===== src/design/pcs_pkg.sv =====
package pcs_pkg;

	// Width of the byte position counter unless the top level overrides it.
	localparam int OFFSET_BITS_DEFAULT = 32;

	// Result queue depth; it must hold the two results a single byte can give.
	localparam int RQ_DEPTH = 4;

	localparam logic [63:0] SIG_WORD  = 64'h89504E470D0A1A0A;
	localparam logic [31:0] NAME_IHDR = 32'h49484452;
	localparam logic [31:0] NAME_IDAT = 32'h49444154;
	localparam logic [31:0] NAME_IEND = 32'h49454E44;

	// Positions of the last signature byte and the last IHDR name byte.
	localparam int SIG_LAST_POS  = 7;
	localparam int IHDR_LAST_POS = 15;
	// Distance from the last IDAT name byte back to its length field.
	localparam int NAME_TO_LEN   = 7;

	// Four-byte window and CRC count.
	localparam logic [2:0] WORD_BYTES = 3'd4;

	localparam logic [2:0] EV_SIG_OK       = 3'd0;
	localparam logic [2:0] EV_SIG_BAD      = 3'd1;
	localparam logic [2:0] EV_IHDR_OK      = 3'd2;
	localparam logic [2:0] EV_IHDR_MISSING = 3'd3;
	localparam logic [2:0] EV_IDAT         = 3'd4;
	localparam logic [2:0] EV_IEND_OK      = 3'd5;
	localparam logic [2:0] EV_IEND_MISSING = 3'd6;

	typedef enum logic [2:0] {
		PH_SIG,
		PH_IHDR,
		PH_IHDR_SKIP,
		PH_IHDR_CRC,
		PH_SEARCH,
		PH_IDAT_SKIP,
		PH_IDAT_CRC,
		PH_FAILED
	} phase_t;

	typedef struct packed {
		logic [7:0] data_byte;
		logic       end_of_file;
	} in_item_t;

	typedef struct packed {
		logic [2:0]  event_kind;
		logic [31:0] chunk_offset;
		logic [31:0] chunk_length;
		logic [31:0] chunk_crc;
		logic        last_of_run;
	} out_item_t;

	// Results produced by one byte: an optional structural event, then an
	// optional end-of-file event.
	typedef struct packed {
		logic      valid0;
		out_item_t r0;
		logic      valid1;
		out_item_t r1;
	} pcs_emit_t;

endpackage


===== src/design/pcs_parser.sv =====
module pcs_parser import pcs_pkg::*; #(
	parameter int OFFSET_BITS = OFFSET_BITS_DEFAULT
) (
	input  logic      clk,
	input  logic      arst_n,
	input  logic      take,
	input  in_item_t  item,
	output pcs_emit_t emit
);

	phase_t                 phase_q, phase_mid, phase_d;
	logic [OFFSET_BITS-1:0] pos_q, pos_d, off_full;
	logic [63:0]            recent_q, win;
	logic [31:0]            skip_q, skip_d, skip_dec;
	logic [2:0]             cnt_q, cnt_d, cnt_inc, cnt_srch;
	logic [31:0]            foff_q, foff_d;
	logic [31:0]            flen_q, flen_d;
	logic [31:0]            crc_q, crc_d, crc_shift;
	logic                   at_sig_end, at_ihdr_end, sig_match, ihdr_match;
	logic                   idat_match, crc_done;

	assign win         = {recent_q[55:0], item.data_byte};
	assign skip_dec    = skip_q - 32'd1;
	assign cnt_inc     = cnt_q + 3'd1;
	assign cnt_srch    = (cnt_q < WORD_BYTES) ? cnt_inc : cnt_q;
	assign crc_shift   = {crc_q[23:0], item.data_byte};
	assign off_full    = pos_q - OFFSET_BITS'(NAME_TO_LEN);
	assign at_sig_end  = pos_q == OFFSET_BITS'(SIG_LAST_POS);
	assign at_ihdr_end = pos_q == OFFSET_BITS'(IHDR_LAST_POS);
	assign sig_match   = win == SIG_WORD;
	assign ihdr_match  = win[31:0] == NAME_IHDR;
	assign idat_match  = (cnt_srch >= WORD_BYTES) && (win[31:0] == NAME_IDAT);
	assign crc_done    = cnt_inc >= WORD_BYTES;

	// Next phase, before and after the end-of-file restart.
	always_comb begin
		phase_mid = phase_q;
		unique case (phase_q)
			PH_SIG: begin
				if (at_sig_end) begin
					phase_mid = sig_match ? PH_IHDR : PH_FAILED;
				end
			end
			PH_IHDR: begin
				if (at_ihdr_end) begin
					if (!ihdr_match) begin
						phase_mid = PH_FAILED;
					end else begin
						phase_mid = (win[63:32] != 32'd0) ? PH_IHDR_SKIP : PH_IHDR_CRC;
					end
				end
			end
			PH_IHDR_SKIP: begin
				if (skip_dec == 32'd0) begin
					phase_mid = PH_IHDR_CRC;
				end
			end
			PH_IHDR_CRC: begin
				if (crc_done) begin
					phase_mid = PH_SEARCH;
				end
			end
			PH_SEARCH: begin
				if (idat_match) begin
					phase_mid = (win[63:32] != 32'd0) ? PH_IDAT_SKIP : PH_IDAT_CRC;
				end
			end
			PH_IDAT_SKIP: begin
				if (skip_dec == 32'd0) begin
					phase_mid = PH_IDAT_CRC;
				end
			end
			PH_IDAT_CRC: begin
				if (crc_done) begin
					phase_mid = PH_SEARCH;
				end
			end
			PH_FAILED: begin
				phase_mid = PH_FAILED;
			end
			default: begin
				phase_mid = PH_FAILED;
			end
		endcase
		phase_d = item.end_of_file ? PH_SIG : phase_mid;
	end

	// Result items for this byte.
	always_comb begin
		emit = '0;
		unique case (phase_q)
			PH_SIG: begin
				if (at_sig_end) begin
					emit.valid0        = take;
					emit.r0.event_kind = sig_match ? EV_SIG_OK : EV_SIG_BAD;
				end
			end
			PH_IHDR: begin
				if (at_ihdr_end) begin
					emit.valid0        = take;
					emit.r0.event_kind = ihdr_match ? EV_IHDR_OK : EV_IHDR_MISSING;
				end
			end
			PH_IDAT_CRC: begin
				if (crc_done) begin
					emit.valid0          = take;
					emit.r0.event_kind   = EV_IDAT;
					emit.r0.chunk_offset = foff_q;
					emit.r0.chunk_length = flen_q;
					emit.r0.chunk_crc    = crc_shift;
				end
			end
			default: begin
				emit.valid0 = 1'b0;
			end
		endcase
		if (item.end_of_file && phase_mid != PH_FAILED) begin
			emit.valid1 = take;
			unique case (phase_mid)
				PH_SIG:  emit.r1.event_kind = EV_SIG_BAD;
				PH_IHDR: emit.r1.event_kind = EV_IHDR_MISSING;
				default: begin
					emit.r1.event_kind = (win[63:32] == NAME_IEND) ? EV_IEND_OK
						: EV_IEND_MISSING;
				end
			endcase
		end
		emit.r0.last_of_run = !emit.valid1;
		emit.r1.last_of_run = 1'b1;
	end

	// Counters and captured chunk fields.
	always_comb begin
		pos_d  = pos_q + OFFSET_BITS'(1);
		skip_d = skip_q;
		cnt_d  = cnt_q;
		foff_d = foff_q;
		flen_d = flen_q;
		crc_d  = crc_q;
		case (phase_q)
			PH_IHDR: begin
				if (at_ihdr_end && ihdr_match) begin
					skip_d = win[63:32];
					cnt_d  = 3'd0;
				end
			end
			PH_IHDR_SKIP, PH_IDAT_SKIP: begin
				skip_d = skip_dec;
				if (skip_dec == 32'd0) begin
					cnt_d = 3'd0;
					crc_d = 32'd0;
				end
			end
			PH_IHDR_CRC: begin
				cnt_d = crc_done ? 3'd0 : cnt_inc;
			end
			PH_SEARCH: begin
				cnt_d = cnt_srch;
				if (idat_match) begin
					foff_d = 32'(off_full);
					flen_d = win[63:32];
					skip_d = win[63:32];
					cnt_d  = 3'd0;
					crc_d  = 32'd0;
				end
			end
			PH_IDAT_CRC: begin
				crc_d = crc_shift;
				cnt_d = crc_done ? 3'd0 : cnt_inc;
			end
			default: begin
				cnt_d = cnt_q;
			end
		endcase
		if (item.end_of_file) begin
			pos_d  = '0;
			skip_d = '0;
			cnt_d  = '0;
			foff_d = '0;
			flen_d = '0;
			crc_d  = '0;
		end
	end

	always_ff @(posedge clk or negedge arst_n) begin
		if (!arst_n) begin
			phase_q  <= PH_SIG;
			pos_q    <= '0;
			cnt_q    <= '0;
			recent_q <= '0;
		end else if (take) begin
			phase_q  <= phase_d;
			pos_q    <= pos_d;
			cnt_q    <= cnt_d;
			recent_q <= item.end_of_file ? 64'd0 : win;
		end
	end

	always_ff @(posedge clk) begin
		if (take) begin
			skip_q <= skip_d;
			foff_q <= foff_d;
			flen_q <= flen_d;
			crc_q  <= crc_d;
		end
	end

	a_failed_quiet: assert property (@(posedge clk) disable iff (!arst_n)
		take && phase_q == PH_FAILED |-> !emit.valid0 && !emit.valid1)
		else $error("result produced after a structural failure");

	a_eof_restart: assert property (@(posedge clk) disable iff (!arst_n)
		take && item.end_of_file |=> phase_q == PH_SIG && pos_q == '0)
		else $error("scanner did not restart after the last byte");

	a_search_count: assert property (@(posedge clk) disable iff (!arst_n)
		cnt_q <= WORD_BYTES)
		else $error("window count out of range");

endmodule


===== src/design/pcs_rqueue.sv =====
module pcs_rqueue import pcs_pkg::*; #(
	parameter int DEPTH = RQ_DEPTH
) (
	input  logic      clk,
	input  logic      arst_n,
	input  pcs_emit_t emit,
	output logic      room,
	output logic      valid,
	input  logic      stall,
	output out_item_t head
);

	localparam int PW = $clog2(DEPTH);
	localparam int CW = $clog2(DEPTH + 1);

	function automatic logic [PW-1:0] next_ptr(input logic [PW-1:0] p);
		return (p == PW'(DEPTH - 1)) ? '0 : p + PW'(1);
	endfunction

	out_item_t     mem_q [DEPTH];
	logic [PW-1:0] wr_q, rd_q, wr_nxt;
	logic [CW-1:0] count_q, push_n;
	logic          pop;

	assign push_n = CW'(emit.valid0) + CW'(emit.valid1);
	assign pop    = valid && !stall;
	assign valid  = count_q != '0;
	assign head   = mem_q[rd_q];
	assign room   = count_q <= CW'(DEPTH - 2);
	assign wr_nxt = next_ptr(wr_q);

	always_ff @(posedge clk or negedge arst_n) begin
		if (!arst_n) begin
			wr_q    <= '0;
			rd_q    <= '0;
			count_q <= '0;
		end else begin
			count_q <= count_q + push_n - CW'(pop);
			if (pop) begin
				rd_q <= next_ptr(rd_q);
			end
			if (emit.valid0 && emit.valid1) begin
				wr_q <= next_ptr(wr_nxt);
			end else if (emit.valid0 || emit.valid1) begin
				wr_q <= wr_nxt;
			end
		end
	end

	always_ff @(posedge clk) begin
		if (emit.valid0) begin
			mem_q[wr_q] <= emit.r0;
			if (emit.valid1) begin
				mem_q[wr_nxt] <= emit.r1;
			end
		end else if (emit.valid1) begin
			mem_q[wr_q] <= emit.r1;
		end
	end

	a_no_overflow: assert property (@(posedge clk) disable iff (!arst_n)
		(emit.valid0 || emit.valid1) |-> count_q <= CW'(DEPTH - 2))
		else $error("results written without room for two");

	a_count_bound: assert property (@(posedge clk) disable iff (!arst_n)
		count_q <= CW'(DEPTH))
		else $error("result queue count exceeds depth");

endmodule


===== src/design/png_chunk_scanner_top.sv =====
// PNG chunk scanner. Bytes of a PNG file arrive on the byte channel
// (byte_valid, byte_stall, byte_data), one per transfer, with end_of_file set
// on the final byte. Events leave on the result channel (result_valid,
// result_stall, result_data): signature check, IHDR check, one event per
// complete IDAT chunk with its offset, length and CRC, and the IEND check at
// the last byte. last_of_run marks the final result caused by one byte.
// Throughput is one byte per cycle while the byte channel does not stall. A
// byte is held in an input register and then decoded in a single pass into
// a four-entry result queue, so its first result is offered once the byte
// has passed through both. A byte that gives two results offers them one
// after the other; the queue absorbs this and the byte channel stalls only
// while fewer than two queue entries are free. When the receiver stalls,
// the queue head holds steady and the byte channel keeps taking bytes until
// fewer than two queue entries are free. Reset empties the queue and puts
// the scanner back to the signature check at byte position zero; the last
// byte of every file restarts the scanner likewise as its results are queued.
module png_chunk_scanner_top import pcs_pkg::*; #(
	parameter int OFFSET_BITS = OFFSET_BITS_DEFAULT
) (
	input  logic      clk,
	input  logic      arst_n,
	input  logic      byte_valid,
	output logic      byte_stall,
	input  in_item_t  byte_data,
	output logic      result_valid,
	input  logic      result_stall,
	output out_item_t result_data
);

	logic      s1_valid_q;
	in_item_t  item_s1;
	logic      room;
	logic      take;
	pcs_emit_t emit;

	// The staged byte is decoded once the queue can take two results.
	assign take       = s1_valid_q && room;
	assign byte_stall = s1_valid_q && !room;

	always_ff @(posedge clk or negedge arst_n) begin
		if (!arst_n) begin
			s1_valid_q <= 1'b0;
		end else if (!byte_stall) begin
			s1_valid_q <= byte_valid;
		end
	end

	always_ff @(posedge clk) begin
		if (byte_valid && !byte_stall) begin
			item_s1 <= byte_data;
		end
	end

	pcs_parser #(
		.OFFSET_BITS(OFFSET_BITS)
	) u_parser (
		.clk   (clk),
		.arst_n(arst_n),
		.take  (take),
		.item  (item_s1),
		.emit  (emit)
	);

	pcs_rqueue #(
		.DEPTH(RQ_DEPTH)
	) u_rqueue (
		.clk   (clk),
		.arst_n(arst_n),
		.emit  (emit),
		.room  (room),
		.valid (result_valid),
		.stall (result_stall),
		.head  (result_data)
	);

endmodule


===== config.mk =====
export PLATFORM = sky130hd
export DESIGN_NAME = png_chunk_scanner_top
export DESIGN_NICKNAME = d
export VERILOG_FILES = /design/src/design/pcs_pkg.sv /design/src/design/pcs_parser.sv /design/src/design/pcs_rqueue.sv /design/src/design/png_chunk_scanner_top.sv
export SDC_FILE = /design/constraint.sdc
export NUM_CORES = 1
export LEC_CHECK = 0
export BUFFER_PORTS_ARGS = -buffer_cell sky130_fd_sc_hd__buf_2
export CAP_MARGIN = 20
export CORE_UTILIZATION = 45
export CTS_CLUSTER_DIAMETER = 60
export DETAILED_ROUTE_END_ITERATION = 12
export PLACE_DENSITY = 0.58
export SYNTH_ARGS = -nofsm -noshare
export SYNTH_HDL_FRONTEND = slang
export SYNTH_HIERARCHICAL = 1
export SYNTH_SLANG_ARGS = --single-unit

===== constraint.sdc =====
create_clock -name clk -period 12.01 [get_ports clk]
set_input_delay 2.402 -clock clk [delete_from_list [all_inputs] [get_ports clk]]
set_output_delay 2.402 -clock clk [all_outputs]
set_load 0.03 [all_outputs]

# Word level (Yosys, flattened, before mapping)
# Memory sizes are Yosys's and may differ from the RTL's.
# Index checks and enable logic that the tools add are counted.
[totals]
romBits = 0
reg_bits = 231
mem_bits_rw = 400
input_bits = 13
latch_bits = 0
wordCells = 135
output_inout_bits = 102
mem_count = 1
[op_classes]
bitwise_logic = 1
n_eq_ne = 21
n_addsub = 10
shifts = 0
muxes = 54
magnitude_cmp = 4
n_mul = 0
n_reduce_logical = 30
n_div = 0
[memory_table]
columns = ["name", "depth", "word_bits", "read_ports", "rd_clocked_by_memory_dff", "write_ports", "line", "source"]
rows = [
  ["u_rqueue.mem_q", 4, 100, 1, 0, 2, "pcs_rqueue.sv:20", "out_item_t mem_q [DEPTH];"],
]
[op_table]
columns = ["operator", "count"]
rows = [
  ["two-way mux 100 bit", 2],
  ["two-way mux 32 bit", 6],
  ["equality test 32 x 31 -> 1 bit, second input constant", 3],
  ["two-way mux 96 bit", 1],
  ["case mux 32 bit (3 select lines)", 1],
  ["case mux 24 bit (3 select lines)", 1],
  ["equality test 64 bit, second input constant", 1],
  ["two-way mux 56 bit", 1],
  ["two-way mux 24 bit", 2],
  ["two-way mux 3 bit", 15],
  ["adder 32 x 1 -> 32 bit, second input constant", 1],
  ["equality test 32 x 3 -> 1 bit, second input constant", 1],
  ["equality test 32 x 4 -> 1 bit, second input constant", 1],
  ["zero test 32 bit", 1],
  ["nonzero test 32 bit", 1],
  ["subtractor 32 x 1 -> 32 bit, second input constant", 1],
  ["subtractor 32 x 3 -> 32 bit, second input constant", 1],
  ["case mux 3 bit (7 select lines)", 1],
  ["two-way mux 2 bit", 7],
  ["equality test 3 bit, second input constant", 4],
  ["two-way mux 4 bit", 3],
  ["case mux 3 bit (4 select lines)", 1],
  ["AND reduction 4 bit", 3],
  ["two-way mux 1 bit", 10],
  ["other kinds (27)", 51],
]

# Depth between registers and ports, before layout
[logic_depth]
ltp_word = 13
mapped_depth = 14
mapped_depth_nobuf = 13

# Modules after synthesis
# The synthesis kept the hierarchy.
[modules_own_cells]
columns = ["module", "n_inst", "seq_area_each_um2", "cells_each", "area_each_um2"]
rows = [
  ["pcs_rqueue", 1, 12186.7, 1025, 19936.6],
  ["pcs_parser", 1, 5955.7, 1202, 11977.7],
  ["png_chunk_scanner_top", 1, 295.3, 15, 334.1],
]

# Worst setup path before layout
# No wires, ideal clock.
[synth_timing]
kind = "reg2reg"
start = "register u_parser.skip_q[0]"
end = "memory u_rqueue/mem_q[0][0] (netlist name) (enable)"
setup_slack_ns = 0.966
arrival_time_ns = 10.347
required_time_ns = 11.313
period_less_slack_ns = 11.044
n_path_buf = 2
stages_incl_launch_ff = 15
setup_time_ns = 0.697
path_cell_list = "edfxtp_1 inv_1 ha_1 nor3b_2 nand3_2 or2_1 nor4b_1 o31a_1 nand4_2 mux2_4 a21boi_1 buf_2 buf_2 a21oi_1 o21ai_0"
[synth_lines]
columns = ["element", "line", "source"]
rows = [
  ["start: declaration", "pcs_parser.sv:14", "logic [31:0] skip_q, skip_d, skip_dec;"],
  ["start signal: assignment", "pcs_parser.sv:201", "skip_q <= skip_d;"],
  ["end: declaration", "pcs_rqueue.sv:20", ""],
]

==> results by group <==
Outcome
  – Status: completed

Global routing
  – Global-route wire length before repair: 117600 µm
  – Maximum number of pins on one net before global-route repair: 85
  – Gr ovfl total: 0
  – Number of antenna violations at the first check in global routing: 1
  – Vias in the first global route: 19250
  – Overall track demand over capacity in global routing: approximately a fifth

Job
  – Number of max-cap violations: 0

Power and ir drop
  – Power share of the clock group: 27.7%
  – Combinational share of power: 34.0%
  – Power density normalized to cell area: 231.6 mW/mm²
  – Maximum vdd ir drop: ~0.00011 V
  – Lkg Pwr: 13.48 nW
  – Sum of internal, switching and leakage power: between 8 and 9 mW
  – Fraction of power consumed by sequential logic: 38.3%
  – Internal power of the cells: between 5 and 6 mW
  – Net switching fraction of the power: 35.16%
  – Net Sw Power: 2.894 mW

STA
  – F_max: between 150 and 200 MHz
  – Number of hold violations in the final report: 0
  – Post-layout min period: 6150 ps
  – Least-Margin Pin Slew: 1101 ps
  – Fin. max-slew vios: 0
  – Tcrit/Tclk final: 51.21%
  – Final count of negative-setup-slack endpoints: 0
  – Unrepaired setup endpoints after global routing: no
  – Slew HR: between 20% and 30%
  – Setup tns final: 0 ps
  – Clock skew after layout: 20.99 ps

Routing
  – Final routed wire length divided by cell count: between 20 and 25 µm
  – Vias: 18280
  – # DRC: 0
  – Initial drt markers: 1204
  – Per-cell via count in the routed design: 5.498
  – Total wire length: 76150 µm
  – DRT Pass-1 Iters: 5
  – Detail Route Antenna Nets: 0

Setup path
  – Crit path max fanout: 58
  – Critical register-to-register path endpoint: u_rqueue/mem_q[0][66]
  – Cell family contributing the most delay on the critical path: buffers and inverters
  – Worst Reg2Reg Path Length in Cells: 15
  – Depth of the critical timing path with buffers and inverters included: 15
  – Critical path startpoint: u_parser/skip_q[0]
  – Timing endpoint of the critical path: u_rqueue/mem_q[0][66]
  – CP max stage cell: sky130_fd_sc_hd__buf_4
  – Critical Path AT: 6370 ps
  – Start of the worst register-to-register path: u_parser/skip_q[0]
  – Count of buffer and inverter cells on the critical path: 4
  – Ordered cell list for the critical path: inv_1 > ha_1 > nor3b_2 > nand3_2 > or2_1 > nor4b_1 > o31a_1 > nand4_2 > mux2_4 > a21boi_2 > buf_4 > a21oi_1 > o21ai_4 > buf_4 > buf_4
  – Worst reg2reg setup slack: slightly below 6000 ps
  – Cell with the most instances on the worst path: sky130_fd_sc_hd__buf_4
  – Critical path capture point type: flop
  – Startpoint kind of the worst setup timing path: flop
  – WS Path Type: reg2reg
  – Critical path data required time: 12230 ps
  – Largest stage delay on the critical path: 840 ps

Placement
  – Placed cells: 3188
  – Area after detailed placement: roughly 0.033 mm²
  – Buffers added on ports: 114
  – Routability congestion estimate from global placement: 0.8805
  – Final HPWL DP: 45860 µm

CTS
  – Cts-stage hold buffer count: 0
  – Number of CTS-inserted buffers: 74
  – TritonCTS clock tree: yes
  – Setup Buffers After CTS: 0
  – Clock slew at reported path FFs: ~60 ps
  – Post-CTS resize count: 0
  – Clock tree root driver cell: sky130_fd_sc_hd__clkbuf_16
  – Source-to-sink clock delay at the later pin of the worst-skew pair: 620 ps
  – Maximum root-to-sink buffer count: 3
  – H-tree depth: 3
  – # clock sinks: 631

Die
  – Core Box Area: ~0.071 mm²
  – Height of the chip: 269.7 µm
  – Horizontal die dimension: roughly 270 µm
  – IO Count: 115
  – Area of the die: 0.07274 mm²
  – Starting utilization of the core area: 45.73%
  – # rows: between 90 and 100

Yosys
  – Cell count after synthesis: 2242
  – Netlist cell types: between 70 and 80
  – Proportion of netlist area held by the largest area contributor: 49.26%
  – Avg Inst Size Synth: 14.38 µm²
  – Count of flip-flops with a built-in enable after synthesis: 529
  – Top area cells in the synthesized netlist: sky130_fd_sc_hd__edfxtp_1, sky130_fd_sc_hd__mux2_2, sky130_fd_sc_hd__dfrtp_1, sky130_fd_sc_hd__mux4_2, sky130_fd_sc_hd__and2_1
  – Sequential share of the synthesized area: 57.17%
  – Library cell occupying the most area in the post-synthesis netlist: sky130_fd_sc_hd__edfxtp_1
  – Yosys synthesis warning count: 6
  – Cell Area, Synth: 0.03225 mm²
  – Number of storage elements in the synthesis netlist: 631
  – Fraction of registers with async set or reset after synthesis: about 16%
  – Most used flip-flop cell after synthesis: sky130_fd_sc_hd__edfxtp_1

Final layout
  – Post-layout util: 50.40%
  – Layout overhead on the synthesized area: 10.21%
  – Commonest non-fill, non-tap cell in the layout: sky130_fd_sc_hd__edfxtp_1
  – Post-route cell area: between 0.03 and 0.04 mm²
  – Share of layout cells above drive strength 1: 32.96%
  – Top library cells by usage in the layout, fill and taps aside: sky130_fd_sc_hd__edfxtp_1, sky130_fd_sc_hd__mux2_2, sky130_fd_sc_hd__and2_1, sky130_fd_sc_hd__buf_2, sky130_fd_sc_hd__nand2_1
  – Ant. Diodes: 0
  – Net count, final: 2357
  – Number of fillers in the final layout: ~6000
  – Final standard cell count with taps included and fillers excluded: 3325

Worst hold path
  – Origin of the worst min-delay path: u_parser/cnt_q[0]
  – Depth of the worst hold-timing path: 1
  – Worst hold path class: reg2reg
[cell usage after synthesis (all sizes together) (2+ instances only)]
| cell type | instances |
|---|---|
| o22ai | 36 |
| buf | 167 |
| nand3 | 25 |
| o41ai | 2 |
| conb | 2 |
| mux2 | 431 |
| o31ai | 5 |
| or4 | 12 |
| nand2b | 5 |
| or3 | 21 |
| nor2b | 26 |
| or2b | 2 |
| or2 | 5 |
| clkbuf | 65 |
| mux4 | 100 |
| edfxtp | 529 |
| a211oi | 2 |
| nand2 | 112 |
| and3 | 6 |
| fa | 2 |
| nor3b | 5 |
| a2111oi | 2 |
| mux2i | 3 |
| nand4 | 19 |
| nand4b | 2 |
| nor3 | 27 |
| and2 | 125 |
| o21a | 2 |
| o21ai | 55 |
| ha | 17 |
| nand3b | 3 |
| nor4b | 4 |
| and4 | 3 |
| nor4bb | 2 |
| xor2 | 35 |
| xnor2 | 41 |
| dfrtp | 102 |
| a31oi | 3 |
| nor4 | 35 |
| inv | 56 |
| a22o | 6 |
| a21oi | 28 |
| nor2 | 99 |
[cell type report]
cell class,instances,area [µm²],share of cell area [%]
sequential,631,18450,51.90
clock buffer,95,1992,5.604
timing repair buffer,144,805.8,2.267
multi-input combinational,1418,12440,35.00
clock inverter,41,473.0,1.331
inverter,56,210.2,0.5914
tap,940,1176,3.309
[how the worst min path moves through the flow]
stage	slack [ps]	end
6_report	490	u_parser/cnt_q[0]
5_1_grt	500	u_parser/cnt_q[2]
4_1_cts	490	u_parser/cnt_q[0]
3_5_place_dp	480	u_parser/cnt_q[2]
3_3_place_gp	470	u_parser/cnt_q[2]
2_1_floorplan	460	u_parser/cnt_q[0]
[stage by stage]
step                      setup WS [ps]  hold slack, ps
after floorplan                   966.3           457.3
after global placement             5982           470.6
final                              5860           486.4
after detailed placement           5871           479.3
after global routing               5442           496.3
after CTS                          5847           490.3
[metal layers]
| layer | track usage, % | share of wire (%) |
|---|---|---|
| met5 | 0 | 0 |
| met1 | 29.35 | 46 |
| met2 | 34.85 | 49 |
| met4 | 5.876 | 1.9 |
| met3 | 2.565 | 3.4 |
[registers in the layout (all words and copies together) (netlist names), 9 cells and up]
register           count
u_rqueue/mem_q       400
u_parser/recent_q     56
u_parser/flen_q       32
u_parser/foff_q       32
u_parser/pos_q        32
u_parser/skip_q       32
u_parser/crc_q        24
item_s1                9
[kinds of logic (layout without fill, tap and decap cells)]
| group | after synthesis | after routing | share of synthesized area, % |
|---|---|---|---|
| muxes | 534 | 534 | 22.14 |
| DFF | 631 | 631 | 57.17 |
| xor gates and xnor gates | 76 | 76 | 2.064 |
| buffers and inverters | 288 | 336 | 5.591 |
| and+or+nand+nor | 541 | 541 | 9.195 |
| other | 2 | 97 | 0.02329 |
| AOI/OAI and AO/OA | 151 | 151 | 3.030 |
| adders and majority gates | 19 | 19 | 0.7837 |
[power groups by stage]
| stage | Combinational (mW) | Sequential [mW] | Clock, mW |
|---|---|---|---|
| after floorplan | 2.24 | 3.07 | 0 |
| after global routing | 2.98 | 3.19 | 2.42 |
| after global placement | 2.82 | 3.19 | 0 |
| final | 2.80 | 3.15 | 2.28 |
| after CTS | 2.84 | 3.16 | 2.34 |
| after detailed placement | 2.83 | 3.20 | 0 |
Power figures use the tool's default switching activity.
